[src/rtl/rnd_pkg.sv]
// Shared types and constants for the reciprocal Newton divider.
// Used by rnd_ctrl, rnd_datapath and reciprocal_newton_divider_core.
package rnd_pkg;

  localparam int DATA_WIDTH          = 32;
  localparam int DIVISOR_WIDTH       = DATA_WIDTH - 1;
  localparam int FRAC_BITS           = 30;
  localparam int DEF_SEED_INDEX_BITS = 8;
  localparam int DEF_REFINE_STEPS    = 2;
  localparam int NORM_STEPS          = 5;
  localparam int MUL_W               = 34;
  localparam int PROD_W              = 2 * MUL_W;
  localparam int Q_W                 = 34;
  localparam int R_W                 = 36;

  typedef enum logic [3:0] {
    OP_NONE,
    OP_LOAD,
    OP_NORM,
    OP_MUL_BY,
    OP_SUB_T,
    OP_MUL_Y,
    OP_UPD_Y,
    OP_SEED,
    OP_MUL_Q,
    OP_ROUND,
    OP_MUL_R,
    OP_REM,
    OP_FIX,
    OP_OUT
  } dp_op_t;

  typedef struct packed {
    dp_op_t     op;
    logic [2:0] norm_step;
  } dp_cmd_t;

  typedef struct packed {
    logic b_zero;
    logic fix_done;
  } dp_status_t;

endpackage

[src/rtl/rnd_ctrl.sv]
// Sequencer for the divider: walks normalization, refinement, final
// multiply and correction, and owns both handshakes. Depends on rnd_pkg.
module rnd_ctrl import rnd_pkg::*; #(
  parameter int REFINE_STEPS = DEF_REFINE_STEPS
) (
  input  logic       clk,
  input  logic       rst,
  input  logic       in_valid,
  output logic       in_stall,
  output logic       out_valid,
  input  logic       out_stall,
  input  dp_status_t status,
  output dp_cmd_t    cmd
);

  localparam int RW = (REFINE_STEPS > 1) ? $clog2(REFINE_STEPS) : 1;

  typedef enum logic [3:0] {
    S_IDLE, S_NORM, S_SEED, S_MBY, S_SUBT, S_MY, S_UPDY,
    S_MQ, S_RND, S_MR, S_REM, S_FIX, S_OUT
  } state_t;

  state_t     state;
  logic [2:0] norm_cnt;
  logic [RW-1:0] ref_cnt;
  logic       out_free;

  assign in_stall = (state != S_IDLE);
  assign out_free = !out_valid || !out_stall;

  always_comb begin
    cmd.norm_step = norm_cnt;
    unique case (state)
      S_IDLE:  cmd.op = in_valid ? OP_LOAD : OP_NONE;
      S_NORM:  cmd.op = OP_NORM;
      S_SEED:  cmd.op = OP_SEED;
      S_MBY:   cmd.op = OP_MUL_BY;
      S_SUBT:  cmd.op = OP_SUB_T;
      S_MY:    cmd.op = OP_MUL_Y;
      S_UPDY:  cmd.op = OP_UPD_Y;
      S_MQ:    cmd.op = OP_MUL_Q;
      S_RND:   cmd.op = OP_ROUND;
      S_MR:    cmd.op = OP_MUL_R;
      S_REM:   cmd.op = OP_REM;
      S_FIX:   cmd.op = status.fix_done ? OP_NONE : OP_FIX;
      S_OUT:   cmd.op = out_free ? OP_OUT : OP_NONE;
      default: cmd.op = OP_NONE;
    endcase
  end

  always_ff @(posedge clk) begin
    if (rst) begin
      state     <= S_IDLE;
      norm_cnt  <= '0;
      ref_cnt   <= '0;
      out_valid <= 1'b0;
    end else begin
      if (out_valid && !out_stall && !(state == S_OUT && out_free)) out_valid <= 1'b0;
      unique case (state)
        S_IDLE: begin
          norm_cnt <= '0;
          ref_cnt  <= '0;
          if (in_valid) state <= S_NORM;
        end
        S_NORM: begin
          // A zero divisor leaves the loaded zero quotient untouched.
          if (norm_cnt == 3'd0 && status.b_zero) begin
            state <= S_OUT;
          end else if (norm_cnt == 3'(NORM_STEPS - 1)) begin
            state <= S_SEED;
          end else begin
            norm_cnt <= norm_cnt + 3'd1;
          end
        end
        S_SEED: state <= S_MBY;
        S_MBY:  state <= S_SUBT;
        S_SUBT: state <= S_MY;
        S_MY:   state <= S_UPDY;
        S_UPDY: begin
          if (ref_cnt == RW'(REFINE_STEPS - 1)) begin
            state <= S_MQ;
          end else begin
            ref_cnt <= ref_cnt + RW'(1);
            state   <= S_MBY;
          end
        end
        S_MQ:  state <= S_RND;
        S_RND: state <= S_MR;
        S_MR:  state <= S_REM;
        S_REM: state <= S_FIX;
        S_FIX: if (status.fix_done) state <= S_OUT;
        S_OUT: begin
          if (out_free) begin
            out_valid <= 1'b1;
            state     <= S_IDLE;
          end
        end
        default: state <= S_IDLE;
      endcase
    end
  end

  a_accept_starts: assert property (@(posedge clk) disable iff (rst)
    (in_valid && !in_stall) |=> (state == S_NORM))
    else $error("accepted transfer did not start normalization");

  a_out_from_done: assert property (@(posedge clk) disable iff (rst)
    $rose(out_valid) |-> ($past(state) == S_OUT))
    else $error("result raised outside the output state");

  a_no_overwrite: assert property (@(posedge clk) disable iff (rst)
    (cmd.op == OP_OUT) |-> !(out_valid && out_stall))
    else $error("pending result overwritten");

  a_fix_settles: assert property (@(posedge clk) disable iff (rst)
    (state == S_FIX && status.fix_done) |=> (state == S_OUT))
    else $error("correction finished but no result issued");

endmodule

[config.mk]
export PLATFORM = sky130hd
export DESIGN_NAME = rnd_ctrl
export DESIGN_NICKNAME = d
export VERILOG_FILES = /design/src/rtl/rnd_pkg.sv /design/src/rtl/rnd_ctrl.sv
export SDC_FILE = /design/constraint.sdc
export NUM_CORES = 1
export LEC_CHECK = 0
export ABC_AREA = 1
export BUFFER_PORTS_ARGS = -buffer_cell sky130_fd_sc_hd__buf_2
export CORE_AREA = 2 2 39 41
export DETAILED_ROUTE_END_ITERATION = 10
export DIE_AREA = 0 0 41 43
export PLACE_DENSITY_LB_ADDON = 0.2
export SLEW_MARGIN = 20
export SYNTH_ARGS = -nofsm -noshare
export SYNTH_HDL_FRONTEND = slang
export SYNTH_SLANG_ARGS = --single-unit
export TNS_END_PERCENT = 5
[constraint.sdc]
create_clock -name clk -period 2.9 [get_ports clk]
set_input_delay 0.58 -clock clk [delete_from_list [all_inputs] [get_ports clk]]
set_output_delay 0.58 -clock clk [all_outputs]
set_load 0.005 [all_outputs]
# Yosys cells after proc, flatten, opt, wreduce, memory -nomap -nowiden
# Index checks and enable logic that the tools add are counted.
[word_totals] regBits=9 latchBits=0 mem_bits_rw=0 romBits=0 inputBits=6 output_inout_bits=9 wordCells=59 n_memories=0
[op_classes] add_sub_neg=2 n_mul=0 div_mod_pow=0 order_cmp=0 n_eq_ne=19 shifts=0 n_mux=19 bitwise=0 reduce_logical=15
[op_table] op="$pmux 4 s13" n=2
[op_table] op="$mux 4" n=7
[op_table] op="$eq 4x4->1 const B" n=5
[op_table] op="$eq 4x3->1 const B" n=4
[op_table] op="$ne 2x2->1 const B" n=5
[op_table] op="$mux 3" n=3
[op_table] op="$eq 4x2->1 const B" n=2
[op_table] op="$pmux 3 s2" n=1
[op_table] op="$mux 1" n=5
[op_table] op="$eq 4x1->1 const B" n=1
[op_table] op="$logic_and 1x1->1" n=4
[op_table] op="$logic_not 4->1" n=1
[op_table] op="$reduce_and 4->1" n=1
[op_table] op="$reduce_bool 2->1" n=2
[op_table] op="$reduce_bool 4->1" n=1
[op_table] op="$add 3x1->3 const B" n=1
[op_table] op="$eq 3x3->1 const B" n=1
[op_table] op="$logic_not 1->1" n=3
[op_table] op="$logic_not 3->1" n=1
[op_table] op="$ne 3x3->1 const B" n=1
[op_table] op="$reduce_and 3->1" n=1
[op_table] op="$pmux 1 s2" n=1
[op_table] op="$add 1x1->1 const B" n=1
[op_table] op="$logic_or 1x1->1" n=1

# Longest topological paths before layout
[logic_depth] word_depth=8 ltp_mapped=11 mapped_depth_nobuf=11

# Least setup slack after synthesis
# Ideal clock, no wire load.
[synth_timing] path_type="reg-to-output" startpoint="reg state[1]" endpoint="out cmd[5] (netlist name)" t_arrival_ns=0.994 setup_slack_ns=1.326 path_stages_with_launch=8 path_cell_list="dfxtp_1 > nor2_1 > inv_1 > nor2_1 > nand2_1 > nand2_1 > a21oi_1 > nand2_1"
[synth_lines] element="start: declaration" line="rnd_ctrl.sv:23" text="state_t state;"
[synth_lines] element="start signal: assignment" line="rnd_ctrl.sv:53" text="state <= S_IDLE;"
[synth_lines] element="start signal: assignment" line="rnd_ctrl.sv:63" text="if (in_valid) state <= S_NORM;"
[synth_lines] element="start signal: assignment" line="rnd_ctrl.sv:68" text="state <= S_OUT;"
[synth_lines] element="end: declaration" line="rnd_ctrl.sv:13" text="output dp_cmd_t cmd"

==> impl_results.md <==
- Status: finished, final reports clean
- Residual overflow from global routing: 0
- Post-CTS setup buffers: 0
- Hold Crit Class: register to register
- CTS tree: done
- Mapped cell area: approximately 660 µm²
- Layout area overhead: 17.5%
- CP Capture Type: output pin
- Critical Path RT: 2.32 ns
- Iter 0 DRT Violations: 16
- Final worst-path cycle share: 70.7%
- Area of the core: 0.00138 mm²
- Row count: 14
- Final wirelength: 1.42 mm
- Syn nets: 122
- Lkg Pwr: 0.000447 µW
- CP most frequent cell: nand2_1
- Cell taking the most area after synthesis: dfxtp_1
- Worst hold start: ref_cnt
- Clock transition at path regs: ~0.060 ns
- Worst Path Arrival: 1.47 ns
- Port bufs: 14
- Kind of critical path: register to output pin
- DRC errors left: 0
- Starting Density: 48.0%
- Rel. slew slack: ~82%
- Post-Synthesis Cells: 114
- Startpoint Class: register
- Skew final: about 0.0036 ns
- RSZ-0062 raised after global routing: no
- Yosys reg bits: 9
- Vias in the first global route: 593
- Fin crit period: 2.05 ns
- Measured slew at the worst slew-check pin: between 0.2 and 0.3 ns
- Avg WL per Cell: 9.59 µm
- Minimum setup slack among reg-to-reg paths: 1.52 ns
- Synth warnings: 0
- # Max-Cap Violations: 0
- Fraction of layout cells with a size suffix above 1: 24.2%
- Avg Cell Area, Syn: 5.83 µm²
- Most common cell after layout, fill and taps aside: nand2_1
- Crit-path max cell delay: 0.37 ns
- Worst R2R Start: norm_cnt[0]
- Resized cells post-CTS: 0
- Peak VDD IR: slightly below 0.0004 V
- Setup tns final: 0 ns
- Layout Nets: 141
- Reg2reg end: norm_cnt[0]
- Drt pass-1 iters: 4
- Longest Clk Path Bufs: 2
- ANT nets after route: 0
- Largest net degree at the start of global routing: 8
- Ports: 15
- CP Max Fanout: 7
- Total track usage: around a fifth
- Cell Area, Placed: between 700 and 800 µm²
- DP HPWL: 1.18 mm
- F_max: 487 MHz
- TritonCTS Sinks: 9
- H-tree level count: 1
- Initial antenna violation count: 0
- Vias post-DR: 705
- Final Slew Violations: 0
- Fin. Hold Viols: 0
- Setup Viol. Count Final: 0
- Skew-Pair Late Insertion Delay: 0.26 ns
- CTS Buf Count: 3
- Register area share after synthesis: 27.1%
- Fin util: 56.4%
- P per Cell Area: 911 mW/mm²
- N_diodes: 0
- Die width: between 40 and 50 µm
- Cts hold-fix bufs: 0
- Leading cell types in the layout, fill and taps excluded: 38 x nand2_1, 20 x nor2_1, 14 x buf_2
- Setup crit start: state[0]
- R2R cell count: 8
- Clock root buffer: clkbuf_4
- DR vias/cell: 4.76
- GP Congestion: 0.831
- Hold EP: ref_cnt
- Hold path cells: 2
- Yosys top cell area share: 27.1%
- Design area: 781 µm²
- Synth top area cells: dfxtp_1 27%, nand2_1 21%, nor2_1 11%
- Area of the die: approximately 0.0018 mm²
- Die extent in y: 43 µm
- Cell Chain, Critical Path: nor2_1, inv_1, nor2_1, nand2_1, nand2_1, a21oi_1, nand2_1, buf_2
- CP max stage cell: dfxtp_1
- First-pass GRT wire length: 2.31 mm
- Post-synth cell types: 18
synthesized netlist by cell type, drive strengths merged:
| cell type | count |
|---|---|
| a21oi | 5 |
| clkinv | 1 |
| dfxtp | 9 |
| ha | 2 |
| inv | 15 |
| nand2 | 43 |
| nand3 | 6 |
| nor2 | 27 |
| o2111ai | 1 |
| o211ai | 1 |
| o21ai | 2 |
| o22ai | 1 |
| xor2 | 1 |
state kept, by name (all words and copies together), names as in the netlist:
register	cells
ref_cnt	1
state	4
norm_cnt	3
out_valid	1
where the power goes:
part / leakage [µW] / internal (µW) / switching (µW)
sequential: 0.0000736 / 152 / 38.2
clock: 0.0000150 / 53.1 / 44.2
combinational: 0.000358 / 162 / 262
through the flow:
step	worst slack, ns	cells	hold WS (ns)	total power (µW)
4_1_cts	0.847	148	0.468	717
6_report	0.849	148	0.466	711
5_1_grt	0.692	148	0.483	785
2_1_floorplan	1.33	114	0.435	505
3_3_place_gp	1.16	144	0.452	615
3_5_place_dp	1.14	144	0.461	617
how the worst max path moves through the flow:
stage	cells after the start	endpoint	slack, ns
2_1_floorplan	7	cmd[5]	1.33
3_3_place_gp	7	cmd[5]	1.16
3_5_place_dp	7	cmd[5]	1.14
4_1_cts	8	cmd[5]	0.85
5_1_grt	8	cmd[5]	0.69
6_report	8	cmd[5]	0.85
layer usage:
layer  up-vias  share of wire [%]  global-route usage [%]
met5         -                  0                       0
met4         0                1.6                    10.0
met3         4                4.5                    4.71
met2        15                 46                    29.1
met1       303                 48                    24.4
li1        383                  -                       -
kinds of logic (layout without fill, tap and decap cells):
kind of cell / count (synthesis) / after routing / share of synthesized area, %
simple gates: 76 / 76 / 50.1
flops: 9 / 9 / 27.1
compound gates: 10 / 10 / 8.66
buf+inv: 16 / 34 / 9.04
fa+ha+maj: 2 / 2 / 3.77
xor+xnor: 1 / 1 / 1.32
layout make-up:
cell class                 instances  area (µm²)
fill                             143         603
tap                               16        20.0
timing repair buffer              14        70.1
multi-input combinational         89         424
sequential                         9         180
inverter                          16        60.1
clock buffer                       4        26.3
critical path: cells and delay by family (launching register included):
family / cells / cell delay [ns]
AND/OR/NAND/NOR: 5 / 0.60
flip-flops: 1 / 0.37
buffers and inverters: 2 / 0.19
AO/OA/AOI/OAI: 1 / 0.04
(Power assumes the default switching activity.)
